### src/hw/rtl/binary_trie_key_counter_macros.svh
// Assertion macros shared by the trie key counter RTL.
// No dependencies; clock and reset are taken from the including module.
`ifndef BINARY_TRIE_KEY_COUNTER_MACROS_SVH
`define BINARY_TRIE_KEY_COUNTER_MACROS_SVH

// Same-cycle implication, disabled during reset
`define BTKC_ASSERT_IMP(label, ante, cons, msg) \
   label: assert property (@(posedge clock) disable iff (reset) (ante) |-> (cons)) \
      else $error(msg);

// Next-cycle implication, disabled during reset
`define BTKC_ASSERT_NEXT(label, ante, cons, msg) \
   label: assert property (@(posedge clock) disable iff (reset) (ante) |=> (cons)) \
      else $error(msg);

`endif

### src/hw/rtl/btkc_pkg.sv
// Package for the trie key counter: sizes, codes, node word layout and
// the command and status structs between controller and datapath. No dependencies.
package btkc_pkg;

   localparam int NODE_COUNT = 65536;
   localparam int KEY_BITS   = 32;
   localparam int KEY_W      = 32;
   localparam int COUNT_W    = 32;
   localparam int TYPE_W     = 2;

   localparam int NODE_W  = $clog2(NODE_COUNT);
   localparam int SLOT_W  = NODE_W + 1;
   localparam int FREE_W  = $clog2(NODE_COUNT + 1);
   localparam int CHK_W   = FREE_W + 1;
   localparam int LEVEL_W = (KEY_BITS > 1) ? $clog2(KEY_BITS) : 1;
   localparam int MISS_W  = LEVEL_W + 1;

   typedef enum logic [TYPE_W-1:0] {
      REQ_CLEAR  = 2'd0,
      REQ_INSERT = 2'd1,
      REQ_LOOKUP = 2'd2,
      REQ_NONE   = 2'd3
   } req_kind_type;

   typedef enum logic [2:0] {
      ST_IDLE,
      ST_WALK,
      ST_ALLOC,
      ST_CNT_RD,
      ST_CNT_UPD,
      ST_DONE
   } state_type;

   typedef enum logic [2:0] {
      RES_HOLD,
      RES_ZERO,
      RES_ONE,
      RES_FULL,
      RES_RAW,
      RES_INC
   } res_sel_type;

   // Both links of one node in a single memory word
   typedef struct packed {
      logic              v1;
      logic [NODE_W-1:0] c1;
      logic              v0;
      logic [NODE_W-1:0] c0;
   } node_word_type;

   typedef struct packed {
      logic               ready;
      logic               capture;
      logic               clear_trie;
      logic               step;
      logic               hold_word;
      logic               alloc;
      logic               set_slot;
      logic               cnt_write;
      res_sel_type        res_sel;
      logic               load_rsp;
      logic [LEVEL_W-1:0] level;
   } cmd_type;

   typedef struct packed {
      logic         req_valid;
      req_kind_type new_op;
      req_kind_type op;
      logic         link_ok;
      logic         pool_full;
      logic         rsp_free;
   } sts_type;

endpackage

### src/hw/rtl/btkc_ctrl.sv
// Controller of the trie key counter: request sequencing and level counter.
// Depends on btkc_pkg and binary_trie_key_counter_macros.svh.
`include "binary_trie_key_counter_macros.svh"

module btkc_ctrl import btkc_pkg::*; (
   input  logic    clock,
   input  logic    reset,
   input  sts_type sts,
   output cmd_type cmd
);

   localparam logic [LEVEL_W-1:0] LastLevel = LEVEL_W'(KEY_BITS - 1);

   state_type          state_ff, state_in;
   logic [LEVEL_W-1:0] level_ff, level_in;
   logic               last;

   assign last = (level_ff == LastLevel);

   // State and level registers
   always_ff @(posedge clock) begin
      if (reset) begin
         state_ff <= ST_IDLE;
         level_ff <= '0;
      end else begin
         state_ff <= state_in;
         level_ff <= level_in;
      end
   end

   // Next state and commands
   always_comb begin
      cmd         = '0;
      cmd.res_sel = RES_HOLD;
      cmd.level   = level_ff;
      state_in    = state_ff;
      level_in    = level_ff;
      unique case (state_ff)
         ST_IDLE: begin
            cmd.ready = 1'b1;
            if (sts.req_valid) begin
               cmd.capture = 1'b1;
               level_in    = '0;
               unique case (sts.new_op)
                  REQ_CLEAR: begin
                     cmd.clear_trie = 1'b1;
                     cmd.res_sel    = RES_ZERO;
                     state_in       = ST_DONE;
                  end
                  REQ_INSERT, REQ_LOOKUP: begin
                     state_in = ST_WALK;
                  end
                  default: begin
                     cmd.res_sel = RES_ZERO;
                     state_in    = ST_DONE;
                  end
               endcase
            end
         end
         // One level per cycle while the path exists
         ST_WALK: begin
            if (sts.link_ok) begin
               if (last) begin
                  cmd.set_slot = 1'b1;
                  state_in     = ST_CNT_RD;
               end else begin
                  cmd.step = 1'b1;
                  level_in = level_ff + LEVEL_W'(1);
               end
            end else if (sts.op == REQ_INSERT) begin
               if (sts.pool_full) begin
                  cmd.res_sel = RES_FULL;
                  state_in    = ST_DONE;
               end else begin
                  cmd.hold_word = 1'b1;
                  state_in      = ST_ALLOC;
               end
            end else begin
               cmd.res_sel = RES_ZERO;
               state_in    = ST_DONE;
            end
         end
         // One new node per cycle down to the end of the key
         ST_ALLOC: begin
            cmd.alloc = 1'b1;
            if (last) begin
               cmd.cnt_write = 1'b1;
               cmd.res_sel   = RES_ONE;
               state_in      = ST_DONE;
            end else begin
               level_in = level_ff + LEVEL_W'(1);
            end
         end
         ST_CNT_RD: begin
            state_in = ST_CNT_UPD;
         end
         ST_CNT_UPD: begin
            if (sts.op == REQ_INSERT) begin
               cmd.cnt_write = 1'b1;
               cmd.res_sel   = RES_INC;
            end else begin
               cmd.res_sel = RES_RAW;
            end
            state_in = ST_DONE;
         end
         ST_DONE: begin
            if (sts.rsp_free) begin
               cmd.load_rsp = 1'b1;
               state_in     = ST_IDLE;
            end
         end
         default: begin
            state_in = ST_IDLE;
         end
      endcase
   end

   // Assertions
   `BTKC_ASSERT_NEXT(a_walk_starts_at_root,
      cmd.capture && (sts.new_op == REQ_INSERT || sts.new_op == REQ_LOOKUP),
      state_ff == ST_WALK && level_ff == '0, "walk did not start at level zero")
   `BTKC_ASSERT_IMP(a_load_into_free_slot, cmd.load_rsp, sts.rsp_free,
      "response loaded over an untaken transfer")
   `BTKC_ASSERT_NEXT(a_alloc_advances, state_ff == ST_ALLOC && !last,
      state_ff == ST_ALLOC && level_ff == $past(level_ff) + LEVEL_W'(1),
      "allocation run broke off before the last level")
   `BTKC_ASSERT_IMP(a_count_write_insert_only, cmd.cnt_write, sts.op == REQ_INSERT,
      "count written outside an insert")

endmodule

### config.mk
export PLATFORM = sky130hd
export DESIGN_NAME = btkc_ctrl
export DESIGN_NICKNAME = d
export VERILOG_FILES = /design/src/hw/rtl/btkc_pkg.sv /design/src/hw/rtl/btkc_ctrl.sv
export VERILOG_INCLUDE_DIRS = /design/src /design/src/hw/rtl
export SDC_FILE = /design/constraint.sdc
export NUM_CORES = 1
export LEC_CHECK = 0
export ABC_AREA = 1
export BUFFER_PORTS_ARGS = -buffer_cell sky130_fd_sc_hd__buf_2
export CORE_MARGIN = 1.5
export CORE_UTILIZATION = 48
export CTS_CLUSTER_DIAMETER = 60
export DETAILED_ROUTE_END_ITERATION = 6
export PLACE_DENSITY_LB_ADDON = 0.2
export SETUP_SLACK_MARGIN = 0.2
export SYNTH_ARGS = -nofsm -noshare
export SYNTH_HDL_FRONTEND = slang
export SYNTH_SLANG_ARGS = --single-unit
### constraint.sdc
create_clock -name clock -period 2.2 [get_ports clock]
set_clock_uncertainty 0.1 [all_clocks]
set_input_delay 0.11 -clock clock [delete_from_list [all_inputs] [get_ports clock]]
set_output_delay 0.11 -clock clock [all_outputs]
set_load 0.01 [all_outputs]
==> reports/metrics.csv <==
metric;value;unit
status;complete, no violations;
most frequent cells in the layout;26 x buf_2, 21 x inv_1, 20 x nand2_1, 18 x nor2_1, 11 x nand3_1;
Max Cap Viol;0;
unrepaired setup endpoints after global routing;no;
I/O pins;27;
power density over cell area;1470;nW/um^2
diode count;0;
Placed Cells incl. Taps;161;
Pwr Total;1.36;mW
Tightest Hold Check Type;input pin to flip-flop;
total CTS buffers;3;
share of layout cells above drive strength 1;0.393;
# DRC;0;
Synth Area per Inst;6.17;um^2
Buf/Inv on CP;2;
Fin Hold WS;0.134;ns
vias in the first global route;703;
flops & latches, synth;8;
dpl hpwl;1.37;mm
num rows;13;
Worst Hold Endpoint;state_ff[2];
Reg clk slew, reported paths;0.06;ns
Max-slew headroom;0.801;
setup TNS;0;ns
syn_nets;133;
reg-to-reg endpoint;state_ff[0];
P&R area growth vs syn;24.8;%
CTS max path bufs;2;
initial antenna violation count;0;
Hold Violations, Final;0;
crit path time final;1.83;ns
clock root buffer master;clkbuf_4;
core area;1370;um^2
Total Die Area;1790;um^2
Crit path depth;7;
Syn. warnings;0;
worst-margin pin slew;0.298;ns
post-synthesis cell count;120;
Post-synth EDFFs;0;
asr flop ratio synth;0;
fmax;0.547;GHz
DR vias/cell;5.02;
sequential element share of the synthesized area;0.216;
CTS tree;built;
Setup Fix Bufs, Post-CTS;0;
# fillers;137;
fin cells;165;
WP data arrival;1.62;ns
family with the most delay on the worst path;flip-flops;
Total GRT Usage;0.209;
largest fanout on the critical path;6;
GPL Wtd Cong;0.886;
Routed WL;1.72;mm
ANT nets after route;0;
htree depth;1;
Final period util;0.831;
final core utilization;0.677;
DRT iter0 DRCs;28;
most used cell, CP;ha_1;
r2r startpoint;level_ff[0];
Top FF cell, synth;dfxtp_1;
Die Wd;42.3;um
Vias;828;
Req. time, crit path;1.99;ns
Worst IR Drop VDD;0.703;mV
I/O Buffers;26;
reg2reg setup slack;0.54;ns
first-pass GRT wire length;2.93;mm
largest net degree at the start of global routing;7;
Distinct cells, synth;22;
static leakage;0.555;nW
residual overflow from global routing;0;
WHS Path Cells;4;
Final setup violation count;0;
critical path, cell by cell;ha_1, nand2_1, nor2_1, ha_1, inv_1, o22ai_1, buf_2;
synthesized cell area;741;um^2
Worst path slowest cell;dfxtp_2;
DRT Pass-1 Iters;4;
WS Path Type;flip-flop to output pin;
die height;42.3;um
r2r worst-path depth;10;
CP Capture Type;output pin;
Initial Utilization;0.542;
most common cell after layout, fill and taps aside;buf_2;
Clock Sinks;8;
Startpoint Class;flip-flop;
Avg WL per Cell;10.4;um
HP Start;sts[0];
max-slew violations;0;
Layout Nets;165;
Skew-Pair Late Insertion Delay;0.26;ns
max incr delay on CP;0.38;ns
## kinds of logic after synthesis
kind of cell	Yosys count	share of synthesized area
DFF	8	0.216
buffers and inverters	26	0.132
and+or+nand+nor	75	0.527
xor gates and xnor gates	1	0.0118
AOI/OAI and AO/OA	7	0.0625
adders and majority gates	3	0.0507
## power by group
| group | internal, mW | switching, mW |
|---|---|---|
| Combinational | 0.345 | 0.613 |
| Clock | 0.0625 | 0.0505 |
| Sequential | 0.201 | 0.0842 |
## cell type report
class,instances,area [um^2],area share
multi-input combinational,86,483,0.522
inverter,26,97.6,0.106
tap,15,18.8,0.0203
clock buffer,3,22.5,0.0244
sequential,8,163,0.176
timing repair buffer,27,140,0.152
## stage by stage
| step | worst slack (ns) | area [um^2] |
|---|---|---|
| CTS | 0.323 | 922 |
| global route | 0.227 | 925 |
| finish | 0.372 | 925 |
| global placement | 0.549 | 890 |
| detailed placement | 0.493 | 890 |
| floorplan | 0.541 | 741 |
## layer usage
metal	track usage	vias up	part of all wire
met2	0.342	25	0.47
li1	-	432	-
met1	0.254	369	0.47
met5	0	-	0
met4	0.0375	0	0.0023
met3	0.0948	2	0.062
## synth_stat cells (3+ instances only)
master,instances,area share
nand2_1,20,0.10
dfxtp_1,8,0.22
nand2_2,7,0.059
nor2_2,7,0.059
inv_1,21,0.11
nand2_4,3,0.046
inv_2,5,0.025
nand4_1,3,0.025
nor2_1,18,0.091
nand3_1,11,0.074
ha_1,3,0.051
## tightest hold or removal path, cell delays in order
cell     delay [ns]
buf_2          0.07
inv_1          0.04
nand4_1        0.15
a21oi_2        0.07
## state kept, by name, indices dropped and copies added, names as in the netlist
| signal | count |
|---|---|
| level_ff | 5 |
| state_ff | 3 |
## worst max-delay path by stage
| stage | start | endpoint | slack (ns) |
|---|---|---|---|
| floorplan | level_ff[0] | state_ff[1] | 0.54 |
| global placement | level_ff[0] | state_ff[1] | 0.55 |
| detailed placement | level_ff[0] | state_ff[1] | 0.49 |
| CTS | level_ff[0] | cmd[10] | 0.32 |
| global route | level_ff[0] | cmd[7] | 0.23 |
| finish | level_ff[0] | cmd[7] | 0.37 |
## what timing repair did
action                     in CTS  in global routing
hold endpoints to repair        2                  0
hold buffers                    1                  0
resized for setup               0                  2
setup endpoints to repair       0                  3
No activity file was read; power rests on OpenSTA's default activity.
